===== src/shp_pkg.sv =====
// ----------------------------------------------------------------------------
// shp_pkg: shared types and constants for the stepper homing block
// Phase codes, item kinds, status codes and controller/datapath interface.
// ----------------------------------------------------------------------------
package shp_pkg;

    localparam int PosW = 16;

    localparam logic [1:0] KIND_TICK = 2'd0;
    localparam logic [1:0] KIND_HOME = 2'd1;
    localparam logic [1:0] KIND_MOVE = 2'd2;

    localparam logic [1:0] ST_OK      = 2'd0;
    localparam logic [1:0] ST_REFUSED = 2'd1;
    localparam logic [1:0] ST_HOMEERR = 2'd2;

    localparam logic [1:0] CFG_TOTAL = 2'd0;
    localparam logic [1:0] CFG_FAST  = 2'd1;
    localparam logic [1:0] CFG_SLOW  = 2'd2;
    localparam logic [1:0] CFG_ADJ   = 2'd3;

    // ceil(2^30/45) and ceil(2^32/225): exact quotients over the operand ranges
    localparam logic [24:0] RECIP_45  = 25'd23860930;
    localparam logic [24:0] RECIP_225 = 25'd19088744;

    typedef enum logic [2:0] {
        PH_IDLE, PH_LEAVE_FAST, PH_SEEK_FAST, PH_LEAVE_SLOW,
        PH_BACK_ON, PH_BACK_OFF, PH_CENTER, PH_ADJUST
    } phase_t;

    // operand source for the shared multiply/divide
    typedef enum logic [2:0] {
        SRC_D370, SRC_D30, SRC_DM35, SRC_ADJ, SRC_TENTHS
    } src_t;

    typedef struct packed {
        logic   calc_start;  // start multiply+divide
        src_t   src;
        logic   load_calc;   // load move from calc result (degree form)
        logic   load_move;   // load shortest-path move from calc result
        logic   load_center; // load half switch width move
        logic   try_step;
        logic   set_slow;
        logic   clr_slow;
        logic   rec_end;
        logic   zero_pos;
        logic   home_clear;
    } cmd_t;

    typedef struct packed {
        logic calc_done;
        logic rem_zero;
        logic stepped;
        logic mod_busy;
    } sts_t;

endpackage


===== src/shp_datapath.sv =====
// ----------------------------------------------------------------------------
// shp_datapath: position, move and step arithmetic
// Multiplies angle by total steps, divides by 360 or 3600 with a shift and a
// reciprocal multiply, normalizes and steps. A change of total steps reduces
// the stored position with a serial remainder.
// ----------------------------------------------------------------------------
module shp_datapath import shp_pkg::*; (
    input  logic              clk,
    input  logic              rst_n,
    input  cmd_t              cmd,
    output sts_t              sts,
    input  logic [15:0]       total_steps,
    input  logic [7:0]        fast_iv,
    input  logic [7:0]        slow_iv,
    input  logic signed [8:0] adj_deg,
    input  logic signed [12:0] tenths,
    output logic [15:0]       position,
    output logic              move_cw
);

    logic [15:0] pos_reg, pos_next;
    logic [15:0] cur_reg, cur_next;   // pos_reg reduced modulo tot
    logic [15:0] rem_reg, rem_next;
    logic        cw_reg, cw_next;
    logic [7:0]  ivc_reg, ivc_next;
    logic        slow_reg, slow_next;
    logic [15:0] end_reg, end_next;
    logic [15:0] endr_reg, endr_next; // end_reg reduced modulo tot

    // constant divider
    logic [28:0] dvd_reg;     // magnitude of product
    logic        dneg_reg, dten_reg;
    logic        d1_reg, ddone_reg;
    logic [16:0] qmag_reg;

    // position remainder unit
    logic        mbusy_reg;
    logic [4:0]  mcnt_reg;
    logic [15:0] totc_reg;
    logic [15:0] mrp_reg, mre_reg, mdp_reg, mde_reg;

    logic [15:0] tot;
    assign tot = (total_steps == 16'd0) ? 16'd1 : total_steps;

    logic [15:0] cur;
    assign cur = cur_reg;

    logic signed [12:0] opnd;
    always_comb begin
        opnd = 13'sd0;
        case (cmd.src)
            SRC_D370:   opnd = 13'sd370;
            SRC_D30:    opnd = 13'sd30;
            SRC_DM35:   opnd = -13'sd35;
            SRC_ADJ:    opnd = 13'(adj_deg);
            SRC_TENTHS: opnd = tenths;
            default:    opnd = 13'sd0;
        endcase
    end

    logic signed [29:0] prod;
    logic [12:0]        omag;
    assign omag = opnd[12] ? 13'(-opnd) : 13'(opnd);
    assign prod = 30'(omag) * 30'(tot);

    // x/360 = (x>>3)/45, x/3600 = (x>>4)/225
    logic [23:0] rn;
    logic [24:0] rm;
    logic [48:0] rp;
    logic [16:0] rq;
    assign rn = dten_reg ? dvd_reg[27:4] : {2'b00, dvd_reg[24:3]};
    assign rm = dten_reg ? RECIP_225 : RECIP_45;
    assign rp = 49'(rn) * 49'(rm);
    assign rq = dten_reg ? rp[48:32] : rp[46:30];

    always_ff @(posedge clk or negedge rst_n) begin
        if (!rst_n) begin
            d1_reg    <= 1'b0;
            ddone_reg <= 1'b0;
        end else begin
            d1_reg    <= cmd.calc_start;
            ddone_reg <= d1_reg;
        end
    end

    always_ff @(posedge clk) begin
        if (cmd.calc_start) begin
            dvd_reg  <= prod[28:0];
            dneg_reg <= opnd[12];
            dten_reg <= (cmd.src == SRC_TENTHS);
        end
        if (d1_reg) qmag_reg <= rq;
    end

    logic [17:0] mtp, mte;
    logic [15:0] mrp_step, mre_step;
    logic        mod_fin;
    assign mtp      = {1'b0, mrp_reg, mdp_reg[15]} - {2'b00, totc_reg};
    assign mte      = {1'b0, mre_reg, mde_reg[15]} - {2'b00, totc_reg};
    assign mrp_step = mtp[17] ? {mrp_reg[14:0], mdp_reg[15]} : mtp[15:0];
    assign mre_step = mte[17] ? {mre_reg[14:0], mde_reg[15]} : mte[15:0];
    assign mod_fin  = mbusy_reg && (mcnt_reg == 5'd1);

    always_ff @(posedge clk or negedge rst_n) begin
        if (!rst_n) begin
            mbusy_reg <= 1'b0;
            mcnt_reg  <= '0;
            totc_reg  <= 16'd4096;
            mrp_reg   <= '0;
            mre_reg   <= '0;
            mdp_reg   <= '0;
            mde_reg   <= '0;
        end else if (mbusy_reg) begin
            mcnt_reg <= mcnt_reg - 5'd1;
            mrp_reg  <= mrp_step;
            mre_reg  <= mre_step;
            mdp_reg  <= {mdp_reg[14:0], 1'b0};
            mde_reg  <= {mde_reg[14:0], 1'b0};
            if (mcnt_reg == 5'd1) mbusy_reg <= 1'b0;
        end else if (tot != totc_reg) begin
            mbusy_reg <= 1'b1;
            mcnt_reg  <= 5'd16;
            totc_reg  <= tot;
            mrp_reg   <= '0;
            mre_reg   <= '0;
            mdp_reg   <= pos_reg;
            mde_reg   <= end_reg;
        end
    end

    // quotient magnitude fits 17 bits (370*65535/360 < 2^17)
    logic [16:0] qmag;
    assign qmag = qmag_reg;
    logic [16:0] qsat;
    assign qsat = qmag;

    // move target: |target| < 2*tot, so one subtraction reduces it
    logic [16:0] qred;
    logic [16:0] tgt;
    always_comb begin
        qred = (qmag >= 17'(tot)) ? qmag - 17'(tot) : qmag;
        if (dneg_reg && qred != 17'd0)
            tgt = 17'(tot) - qred;
        else
            tgt = qred;
    end

    logic [16:0] cw_d, ccw_d;
    always_comb begin
        cw_d  = (tgt >= 17'(cur)) ? tgt - 17'(cur) : tgt + 17'(tot) - 17'(cur);
        ccw_d = (17'(cur) >= tgt) ? 17'(cur) - tgt : 17'(cur) + 17'(tot) - tgt;
    end

    logic [15:0] width;
    always_comb begin
        width = (endr_reg >= cur) ? endr_reg - cur
                                  : 16'(17'(endr_reg) + 17'(tot) - 17'(cur));
    end

    logic [7:0] iv;
    logic [7:0] ivc_inc;
    assign iv = (slow_reg ? slow_iv : fast_iv) == 8'd0 ? 8'd1 : (slow_reg ? slow_iv : fast_iv);
    assign ivc_inc = ivc_reg + 8'd1;

    logic stepped;
    always_comb begin
        pos_next  = pos_reg;
        cur_next  = cur_reg;
        rem_next  = rem_reg;
        cw_next   = cw_reg;
        ivc_next  = ivc_reg;
        slow_next = slow_reg;
        end_next  = end_reg;
        endr_next = endr_reg;
        stepped   = 1'b0;
        if (mod_fin) begin
            cur_next  = mrp_step;
            endr_next = mre_step;
        end
        if (cmd.set_slow) slow_next = 1'b1;
        if (cmd.clr_slow) slow_next = 1'b0;
        if (cmd.rec_end) begin
            end_next  = cur;
            endr_next = cur;
        end
        if (cmd.load_calc) begin
            cw_next  = !dneg_reg && qmag != 17'd0;
            rem_next = (qsat > 17'd65535) ? 16'hFFFF : qsat[15:0];
            ivc_next = '0;
        end
        if (cmd.load_move) begin
            ivc_next = '0;
            if (cw_d <= ccw_d) begin
                cw_next  = cw_d != 17'd0;
                rem_next = cw_d[15:0];
            end else begin
                cw_next  = 1'b0;
                rem_next = ccw_d[15:0];
            end
        end
        if (cmd.load_center) begin
            ivc_next = '0;
            rem_next = {1'b0, width[15:1]};
            cw_next  = width[15:1] != 15'd0;
        end
        if (cmd.try_step) begin
            ivc_next = ivc_inc;
            if (ivc_inc >= iv) begin
                ivc_next = '0;
                stepped  = 1'b1;
                rem_next = rem_reg - 16'd1;
                if (cw_reg)
                    pos_next = (17'(cur) + 17'd1 >= 17'(tot)) ? 16'd0 : cur + 16'd1;
                else
                    pos_next = (cur == 16'd0) ? tot - 16'd1 : cur - 16'd1;
            end
        end
        if (cmd.zero_pos) pos_next = '0;
        if (cmd.home_clear) begin
            pos_next  = '0;
            slow_next = 1'b0;
        end
        // every datapath write leaves the position already reduced
        if (stepped || cmd.zero_pos || cmd.home_clear) cur_next = pos_next;
    end

    always_ff @(posedge clk or negedge rst_n) begin
        if (!rst_n) begin
            pos_reg  <= '0;
            cur_reg  <= '0;
            rem_reg  <= '0;
            cw_reg   <= 1'b0;
            ivc_reg  <= '0;
            slow_reg <= 1'b0;
            end_reg  <= '0;
            endr_reg <= '0;
        end else begin
            pos_reg  <= pos_next;
            cur_reg  <= cur_next;
            rem_reg  <= rem_next;
            cw_reg   <= cw_next;
            ivc_reg  <= ivc_next;
            slow_reg <= slow_next;
            end_reg  <= end_next;
            endr_reg <= endr_next;
        end
    end

    assign sts.calc_done = ddone_reg;
    assign sts.rem_zero  = rem_reg == 16'd0;
    assign sts.stepped   = stepped;
    assign sts.mod_busy  = mbusy_reg || (tot != totc_reg);
    assign position = cur_reg;
    assign move_cw  = cw_reg;

endmodule


===== src/shp_ctrl.sv =====
// ----------------------------------------------------------------------------
// shp_ctrl: homing phase sequencer and transaction control
// Accepts one item, issues datapath commands, waits for arithmetic, and
// holds the result in an output register until taken.
// ----------------------------------------------------------------------------
module shp_ctrl import shp_pkg::*; (
    input  logic       clk,
    input  logic       rst_n,
    input  logic       in_valid,
    output logic       in_ready,
    input  logic [1:0] kind,
    input  logic       switch_active,
    output logic       out_valid,
    input  logic       out_ready,
    output cmd_t       cmd,
    input  sts_t       sts,
    output logic       pulse,
    output logic       homed,
    output logic       busy,
    output logic [1:0] status_code
);

    typedef enum logic [2:0] {
        S_IDLE = 3'b001,
        S_CALC = 3'b010,
        S_OUT  = 3'b100
    } state_t;

    state_t state_reg, state_next;
    phase_t ph_reg, ph_next;
    logic   homed_reg, homed_next;
    logic   err_reg, err_next;
    logic   pulse_reg, pulse_next;
    logic   ref_reg, ref_next;
    logic   mv_reg, mv_next; // pending calc is an absolute move

    logic accept;
    assign accept   = in_valid && in_ready;
    assign in_ready = (state_reg == S_IDLE) && !sts.mod_busy;

    always_comb begin
        cmd        = '0;
        cmd.src    = SRC_D370;
        state_next = state_reg;
        ph_next    = ph_reg;
        homed_next = homed_reg;
        err_next   = err_reg;
        pulse_next = pulse_reg;
        ref_next   = ref_reg;
        mv_next    = mv_reg;
        case (state_reg)
            S_IDLE: begin
                if (accept) begin
                    pulse_next = 1'b0;
                    ref_next   = 1'b0;
                    mv_next    = 1'b0;
                    state_next = S_OUT;
                    case (kind)
                        KIND_TICK: begin
                            case (ph_reg)
                                PH_IDLE: cmd.try_step = !sts.rem_zero;
                                PH_CENTER: begin
                                    if (!sts.rem_zero) cmd.try_step = 1'b1;
                                    else begin
                                        ph_next = PH_ADJUST;
                                        cmd.calc_start = 1'b1;
                                        cmd.src = SRC_ADJ;
                                        state_next = S_CALC;
                                    end
                                end
                                PH_ADJUST: begin
                                    if (!sts.rem_zero) cmd.try_step = 1'b1;
                                    else begin
                                        cmd.zero_pos = 1'b1;
                                        homed_next = 1'b1;
                                        ph_next = PH_IDLE;
                                    end
                                end
                                default: begin
                                    if (switch_active ==
                                        (ph_reg == PH_SEEK_FAST || ph_reg == PH_BACK_ON)) begin
                                        case (ph_reg)
                                            PH_LEAVE_FAST: begin
                                                ph_next = PH_SEEK_FAST;
                                                cmd.calc_start = 1'b1;
                                                cmd.src = SRC_D370;
                                                state_next = S_CALC;
                                            end
                                            PH_SEEK_FAST: begin
                                                ph_next = PH_LEAVE_SLOW;
                                                cmd.set_slow = 1'b1;
                                                cmd.calc_start = 1'b1;
                                                cmd.src = SRC_D30;
                                                state_next = S_CALC;
                                            end
                                            PH_LEAVE_SLOW: begin
                                                cmd.rec_end = 1'b1;
                                                ph_next = PH_BACK_ON;
                                                cmd.calc_start = 1'b1;
                                                cmd.src = SRC_DM35;
                                                state_next = S_CALC;
                                            end
                                            PH_BACK_ON: begin
                                                ph_next = PH_BACK_OFF;
                                                cmd.calc_start = 1'b1;
                                                cmd.src = SRC_DM35;
                                                state_next = S_CALC;
                                            end
                                            default: begin
                                                ph_next = PH_CENTER;
                                                cmd.clr_slow = 1'b1;
                                                cmd.load_center = 1'b1;
                                            end
                                        endcase
                                    end else if (sts.rem_zero) begin
                                        err_next = 1'b1;
                                        ph_next = PH_IDLE;
                                        cmd.clr_slow = 1'b1;
                                    end else begin
                                        cmd.try_step = 1'b1;
                                    end
                                end
                            endcase
                            pulse_next = sts.stepped;
                        end
                        KIND_HOME: begin
                            cmd.home_clear = 1'b1;
                            homed_next = 1'b0;
                            err_next = 1'b0;
                            ph_next = PH_LEAVE_FAST;
                            cmd.calc_start = 1'b1;
                            cmd.src = SRC_D370;
                            state_next = S_CALC;
                        end
                        KIND_MOVE: begin
                            if (!homed_reg) ref_next = 1'b1;
                            else begin
                                mv_next = 1'b1;
                                cmd.calc_start = 1'b1;
                                cmd.src = SRC_TENTHS;
                                state_next = S_CALC;
                            end
                        end
                        default: ;
                    endcase
                end
            end
            S_CALC: begin
                if (sts.calc_done) begin
                    if (mv_reg) cmd.load_move = 1'b1;
                    else        cmd.load_calc = 1'b1;
                    state_next = S_OUT;
                end
            end
            S_OUT: begin
                if (out_ready) state_next = S_IDLE;
            end
            default: state_next = S_IDLE;
        endcase
    end

    always_ff @(posedge clk or negedge rst_n) begin
        if (!rst_n) begin
            state_reg <= S_IDLE;
            ph_reg    <= PH_IDLE;
            homed_reg <= 1'b0;
            err_reg   <= 1'b0;
            pulse_reg <= 1'b0;
            ref_reg   <= 1'b0;
            mv_reg    <= 1'b0;
        end else begin
            state_reg <= state_next;
            ph_reg    <= ph_next;
            homed_reg <= homed_next;
            err_reg   <= err_next;
            pulse_reg <= pulse_next;
            ref_reg   <= ref_next;
            mv_reg    <= mv_next;
        end
    end

    assign out_valid   = (state_reg == S_OUT);
    assign pulse       = pulse_reg;
    assign homed       = homed_reg;
    assign busy        = (ph_reg != PH_IDLE) || !sts.rem_zero;
    assign status_code = ref_reg ? ST_REFUSED : (err_reg ? ST_HOMEERR : ST_OK);

endmodule


===== src/stepper_home_and_position.sv =====
// ----------------------------------------------------------------------------
// stepper_home_and_position: homing and shortest-path positioning of a stepper
// Items that start a calculation pass through product, reciprocal multiply and
// load before the result is valid; other items go straight to the result state.
// Throughput: one transaction at a time; next item accepted once the result is
// taken and no reduction runs. A total_steps write holds off input while the
// position is reduced. Reset: control state cleared, config registers to defaults.
// ----------------------------------------------------------------------------
module stepper_home_and_position import shp_pkg::*; (
    input  logic               clk,
    input  logic               rst_n,
    input  logic               cfg_we,
    input  logic [1:0]         cfg_index,
    input  logic [15:0]        cfg_data,
    input  logic               in_valid,
    output logic               in_ready,
    input  logic [1:0]         kind,
    input  logic               switch_active,
    input  logic signed [12:0] target_tenths,
    output logic               out_valid,
    input  logic               out_ready,
    output logic               step_pulse,
    output logic               step_clockwise,
    output logic [15:0]        position,
    output logic               homed,
    output logic               busy_res,
    output logic [1:0]         status
);

    logic [15:0]       total_reg;
    logic [7:0]        fast_reg, slow_reg;
    logic signed [8:0] adj_reg;
    logic signed [12:0] tenths_reg;

    always_ff @(posedge clk or negedge rst_n) begin
        if (!rst_n) begin
            total_reg <= 16'd4096;
            fast_reg  <= 8'd1;
            slow_reg  <= 8'd4;
            adj_reg   <= '0;
        end else if (cfg_we) begin
            case (cfg_index)
                CFG_TOTAL: total_reg <= cfg_data;
                CFG_FAST:  fast_reg  <= cfg_data[7:0];
                CFG_SLOW:  slow_reg  <= cfg_data[7:0];
                CFG_ADJ:   adj_reg   <= cfg_data[8:0];
                default:   ;
            endcase
        end
    end

    always_ff @(posedge clk) begin
        if (in_valid && in_ready) tenths_reg <= target_tenths;
    end

    cmd_t cmd;
    sts_t sts;
    logic [12:0] tenths_mux;
    assign tenths_mux = (in_valid && in_ready) ? target_tenths : tenths_reg;

    shp_ctrl u_ctrl (
        .clk, .rst_n, .in_valid, .in_ready, .kind, .switch_active,
        .out_valid, .out_ready, .cmd, .sts,
        .pulse(step_pulse), .homed, .busy(busy_res), .status_code(status)
    );

    shp_datapath u_dp (
        .clk, .rst_n, .cmd, .sts,
        .total_steps(total_reg), .fast_iv(fast_reg), .slow_iv(slow_reg),
        .adj_deg(adj_reg), .tenths(tenths_mux),
        .position, .move_cw(step_clockwise)
    );

    a_no_accept_while_out: assert property (@(posedge clk) disable iff (!rst_n)
        out_valid |-> !in_ready) else $error("input taken while result pending");
    a_out_after_accept: assert property (@(posedge clk) disable iff (!rst_n)
        (in_valid && in_ready) |=> !in_ready) else $error("ready after accept");
    a_status_code: assert property (@(posedge clk) disable iff (!rst_n)
        status != 2'd3) else $error("bad status");

endmodule

===== config.mk =====
export PLATFORM = sky130hd
export DESIGN_NAME = stepper_home_and_position
export DESIGN_NICKNAME = d
export VERILOG_FILES = /design/src/shp_pkg.sv /design/src/shp_datapath.sv /design/src/shp_ctrl.sv /design/src/stepper_home_and_position.sv
export SDC_FILE = /design/constraint.sdc
export NUM_CORES = 2
export LEC_CHECK = 0
export ABC_AREA = 1
export BUFFER_PORTS_ARGS = -buffer_cell sky130_fd_sc_hd__buf_2
export CAP_MARGIN = 20
export CORE_ASPECT_RATIO = 0.75
export CORE_MARGIN = 1
export CORE_UTILIZATION = 60
export CTS_CLUSTER_SIZE = 24
export DETAILED_ROUTE_END_ITERATION = 16
export PLACE_DENSITY = 0.8
export RECOVER_POWER = 50
export SLEW_MARGIN = 20
export SYNTH_ARGS = -nofsm -noshare
export SYNTH_HDL_FRONTEND = slang
export SYNTH_HIERARCHICAL = 1
export SYNTH_SLANG_ARGS = --single-unit

===== constraint.sdc =====
create_clock -name clk -period 9.2 [get_ports clk]
set_input_delay 0.46 -clock clk [delete_from_list [all_inputs] [get_ports clk]]
set_output_delay 0.46 -clock clk [all_outputs]
set_load 0.02 [all_outputs]

# After elaboration in Yosys (flattened, before gate mapping)
# Index checks and enable logic that the tools add are counted.
[word_totals]
out_inout_bits = 24
inputBits = 39
reg_bits = 290
word_cells = 262
[op_classes]
n_addsub = 21
bitwise = 1
n_eq_ne = 30
order_cmp = 8
mux = 119
n_reduce_logical = 48
n_mul = 2
[ops]
columns = ["cell", "count"]
rows = [
  ["two-way mux 16 bit", 29],
  ["two-way mux 17 bit", 5],
  ["case mux 13 bit (5 select lines)", 1],
  ["two-way mux 8 bit", 7],
  ["greater-or-equal comparator 17 x 16 -> 1 bit", 3],
  ["nonzero test 17 bit", 3],
  ["subtractor 17 x 16 -> 17 bit", 3],
  ["multiplier 24 x 25 -> 49 bit", 1],
  ["zero test 16 bit", 3],
  ["subtractor 16 x 1 -> 16 bit, second input constant", 3],
  ["two-way mux 1 bit", 36],
  ["subtractor 17 x 16 -> 18 bit", 2],
  ["subtractor 16 x 17 -> 17 bit", 2],
  ["two-way mux 3 bit", 11],
  ["subtractor 16 bit", 2],
  ["multiplier 13 x 16 -> 28 bit", 1],
  ["case mux 3 bit (3 select lines)", 3],
  ["two-way mux 13 bit", 2],
  ["two-way mux 24 bit", 1],
  ["case mux 4 bit (3 select lines)", 2],
  ["two-way mux 23 bit", 1],
  ["two-way mux 4 bit", 5],
  ["adder 16 x 1 -> 17 bit, second input constant", 1],
  ["adder 16 x 16 -> 17 bit", 1],
  ["49 further kinds", 101],
]

# Depth between registers and ports, before layout
[logic_depth]
word_depth = 16
ltp_mapped = 64
depth_no_buf = 61

# Cells and area by module
# The synthesis kept the hierarchy.
[by_module_without_submodules]
columns = ["module", "area_each_um2", "cells_each", "n_inst", "seq_area_each_um2"]
rows = [
  ["shp_datapath", 40829.2, 5257, 1, 5776.8],
  ["stepper_home_and_position", 2189.6, 238, 1, 1290.0],
  ["shp_ctrl", 977.2, 160, 1, 276.5],
]

# Worst setup path before layout
# No wires, ideal clock.
[synth_path]
path_kind = "flip-flop to flip-flop"
from = "reg total_reg[1]"
to = "reg u_dp.dvd_reg[27] (data pin)"
required_ns = 8.940
path_slack_ns = -0.597
n_path_buf = 3
arrival_ns = 9.536
synth_period_minus_slack_ns = 9.797
setup_ns = 0.260
stages_incl_launch_ff = 47
cell_sequence = "dfrtp_1 clkbuf_1 nor4_1 nand4_1 nand2_1 xnor2_1 nand2_1 nor4_1 nand3_1 clkbuf_1 nor3_4 nand3_1 a21oi_1 inv_1 nor3_1 a22o_1 nor2_1 ha_1 (+11 left out) inv_1 ha_1 nand2_1 o21ai_0 nand3_1 nand2_1 a21oi_1 o21bai_1 a21oi_1 nor2_1 nor2_1 o21ai_0 a21oi_1 o21ai_0 nand3_1 nor2_1 nor2_1 xor2_1"
[synth_lines]
columns = ["item", "line_no", "rtl"]
rows = [
  ["from (decl)", "stepper_home_and_position.sv:30", "logic [15:0] total_reg;"],
  ["from (signal assigned)", "stepper_home_and_position.sv:43", "CFG_TOTAL: total_reg <= cfg_data;"],
  ["to (signal assigned)", "shp_datapath.sv:88", "dvd_reg <= prod[28:0];"],
  ["to (decl)", "shp_datapath.sv:31", "logic [28:0] dvd_reg;"],
]

==> reports/qor.txt <==
Status -> complete, but fails checks
Failing checks -> capacitance limit, slew limit
Initial antenna violation count -> 4
Post-synth cell types -> 69
Setup Crit Path Kind -> flop to flop
Worst setup margin -> 0.1759 ns
Initial DRC Count -> 4589
Critical path launch point type -> flop
Largest net degree at the start of global routing -> 175
Hold Path Sink -> tenths_reg[10]
Vias in the first global route -> 37.92k
Final #Nets -> 6998
Filler Cell Count -> 5985
Max stage delay on crit path -> 0.57 ns
Top_reg_cell synth -> dfrtp_1
Drt pass-1 iters -> 9
Crit end category -> flop
Layout cells sized above 1 -> 0.1071
Ys Warns -> 6
Skew final -> 0.04087 ns
Sequential fraction of the synthesis area -> 0.1669
Max-slew headroom -> -1.853
Critical Path RT -> 9.56 ns
Clock Pin Slew Worst Setup and Hold Paths -> 0.07 ns
Hold_sp -> target_tenths[10]
Tot Pwr -> 0.01532 W
RSZ-0062 raised after global routing -> true
Crit path DAT -> 9.38 ns
Max-cap viol count -> 3
Rows -> 85
Least-Margin Pin Slew -> 4.280 ns
HP Class -> input pin to flop
# setup viols final -> 0
IO buf count -> 62
Clock buffer depth -> 3
Syn avg cell area -> 7.780 um^2
TritonCTS clock tree -> done
H-tree levels -> 1
Total clock sinks -> 287
Area delta synth->final -> 10.74%
Peak supply drop -> 0.0003529 V
PwrDens -> 314.4 nW/um^2
Routed WL per cell -> 20.51 um
Max Transition Viols Final -> 279
Final WL -> 141.6 mm
GRT overflow -> 0
Post-synth ARST share -> 0.8014
Die Ht -> 236.5 um
Post-route clock period utilization -> 0.9809
Post-synth EDFFs -> 44
Lkg Pwr -> 26.39 nW
Routed vias/inst -> 5.754
Worst R2R End -> u_dp/dvd_reg[25]
Hold WS -> 0.09634 ns
Number of remaining DRC errors -> 0
Mapped cell area -> 44000 um^2
Final ANT Viol Nets -> 0
Post-place setup slack -> -0.09971 ns
Worst hold stages -> 3
Period minus WS final -> 9.024 ns
Final Hold Fails -> 0
Vias -> 39.74k
Worst r2r path cells -> 40
RePlAce Congestion -> 1.085
Starting density of the core -> 0.6102
Die span in x -> 314.7 um
GRT Total Usage -> 0.3802
Post-synthesis cell count -> 5655
Sequential cell area -> 7343 um^2
CP max stage cell -> fa_1
First-pass GRT wire length -> 217.5 mm
Yosys reg bits -> 287
DP HPWL -> 116.4 mm
Max FO, Critical Path -> 5
Multi-input gate area -> 31790 um^2
Number of CTS-inserted buffers -> 28
Clock latency at the later pin of the worst-skew pair -> 0.64 ns
Core ar. -> 72110 um^2
I/O pin total -> 63
Max FFs per register -> 25
Fmax -> 110.8 MHz
R2r startpoint -> total_reg[13]
Die ar. -> 74430 um^2
Worst reg2reg setup slack -> 0.18 ns
Root buf cell -> clkbuf_16
[logic make-up (layout without fill, tap and decap cells)]
logic type / count (synthesis) / after routing / synth area share
adders and majority gates: 1031 / 1031 / 0.3761
DFF: 287 / 287 / 0.1669
muxes: 9 / 9 / 0.002048
xor gates and xnor gates: 192 / 192 / 0.03822
AOI/OAI and AO/OA: 752 / 752 / 0.1012
other: 2 / 20 / 0.0001707
and+or+nand+nor: 2001 / 2001 / 0.1942
buffers and inverters: 1381 / 1658 / 0.1212
[power breakdown]
group          total (W)  internal (W)  switching, W
sequential       0.00195       0.00165      0.000298
combinational     0.0121       0.00466       0.00743
clock            0.00128      0.000701      0.000576
[worst max-delay path: cells and delay by family, from the launching register on]
family / cells / cell delay [ns]
AO/OA/AOI/OAI: 7 / 1.29
flip-flops: 1 / 0.41
AND/OR/NAND/NOR: 17 / 2.81
XOR/XNOR: 3 / 0.58
buffers and inverters: 7 / 0.89
adder cells (fa/ha/maj): 6 / 2.77
[timing repair]
action | in CTS | in global routing
hold buffers | 1 | 0
hold endpoints to repair | 56 | 0
setup buffers | 0 | 21
pin swaps | 0 | 33
gates cloned | 0 | 0
gates resized for setup | 5 | 95
endpoints found under the setup margin | 4 | 32
[cells in the mapped netlist (33+ instances only)]
| master | number | area [um^2] |
|---|---|---|
| a21oi_1 | 246 | 1231 |
| clkbuf_1 | 131 | 491.7 |
| dfrtp_1 | 225 | 5630 |
| edfxtp_1 | 44 | 1321 |
| fa_1 | 486 | 9729 |
| ha_1 | 545 | 6819 |
| inv_1 | 1180 | 4429 |
| nand2_1 | 1189 | 4463 |
| nand3_1 | 210 | 1051 |
| nand4_1 | 72 | 450.4 |
| nor2_1 | 359 | 1348 |
| nor3_1 | 33 | 165.2 |
| o21ai_0 | 250 | 1251 |
| o221ai_1 | 56 | 490.5 |
| xnor2_1 | 51 | 446.7 |
| xor2_1 | 141 | 1235 |
[metal layers]
layer  vias to the layer above  wire length (um)  global-route usage
met2                      2157             55430              0.5157
met1                     19020             61670              0.5742
met3                       254             21180              0.1459
li1                      18310                 -                   -
met5                         -                19                   0
met4                         4              3350             0.06664
[placed cells by master (no fill, tap or decap), drive strengths merged, types with 141 or more instances in the layout]
| cell type | Yosys | routed |
|---|---|---|
| a21oi | 249 | 249 |
| buf | 42 | 388 |
| dfrtp | 225 | 225 |
| fa | 486 | 486 |
| ha | 545 | 545 |
| inv | 1196 | 1198 |
| nand2 | 1227 | 1227 |
| nand3 | 225 | 225 |
| nor2 | 371 | 371 |
| o21ai | 269 | 269 |
| xor2 | 141 | 141 |
[how the worst max path moves through the flow]
stage | start | end | slack, ns | cells after the start
6_report | total_reg[13] | u_dp/dvd_reg[25] | 0.18 | 40
4_1_cts | u_dp/rem_reg[0] | u_dp/dvd_reg[27] | 0.05 | 51
3_3_place_gp | u_dp/rem_reg[0] | u_dp/dvd_reg[27] | 0.11 | 51
2_1_floorplan | total_reg[1] | u_dp/dvd_reg[27] | 0.01 | 46
3_5_place_dp | u_dp/rem_reg[0] | u_dp/dvd_reg[26] | -0.1 | 50
5_1_grt | total_reg[1] | u_dp/dvd_reg[26] | -0.22 | 51
[layout make-up]
type	count	area share
sequential	287	0.1507
multi-input combinational	4004	0.6524
timing repair buffer	400	0.05894
clock buffer	34	0.01541
antenna	1	0.00005136
tap	957	0.02458
clock inverter	17	0.004725
inverter	1207	0.09315
[stage by stage]
stage / area, um^2 / cells / TNS [ns] / util
floorplan: 44110 / 5672 / 0 / -
global placement: 47240 / 6833 / 0 / 0.6552
detailed placement: 47240 / 6833 / -0.2422 / 0.6552
CTS: 48250 / 6885 / 0 / 0.6692
global route: 48720 / 6906 / -1.601 / 0.6756
finish: 48720 / 6907 / 0 / 0.6757
Note: power is estimated with default switching activity, not from simulation.
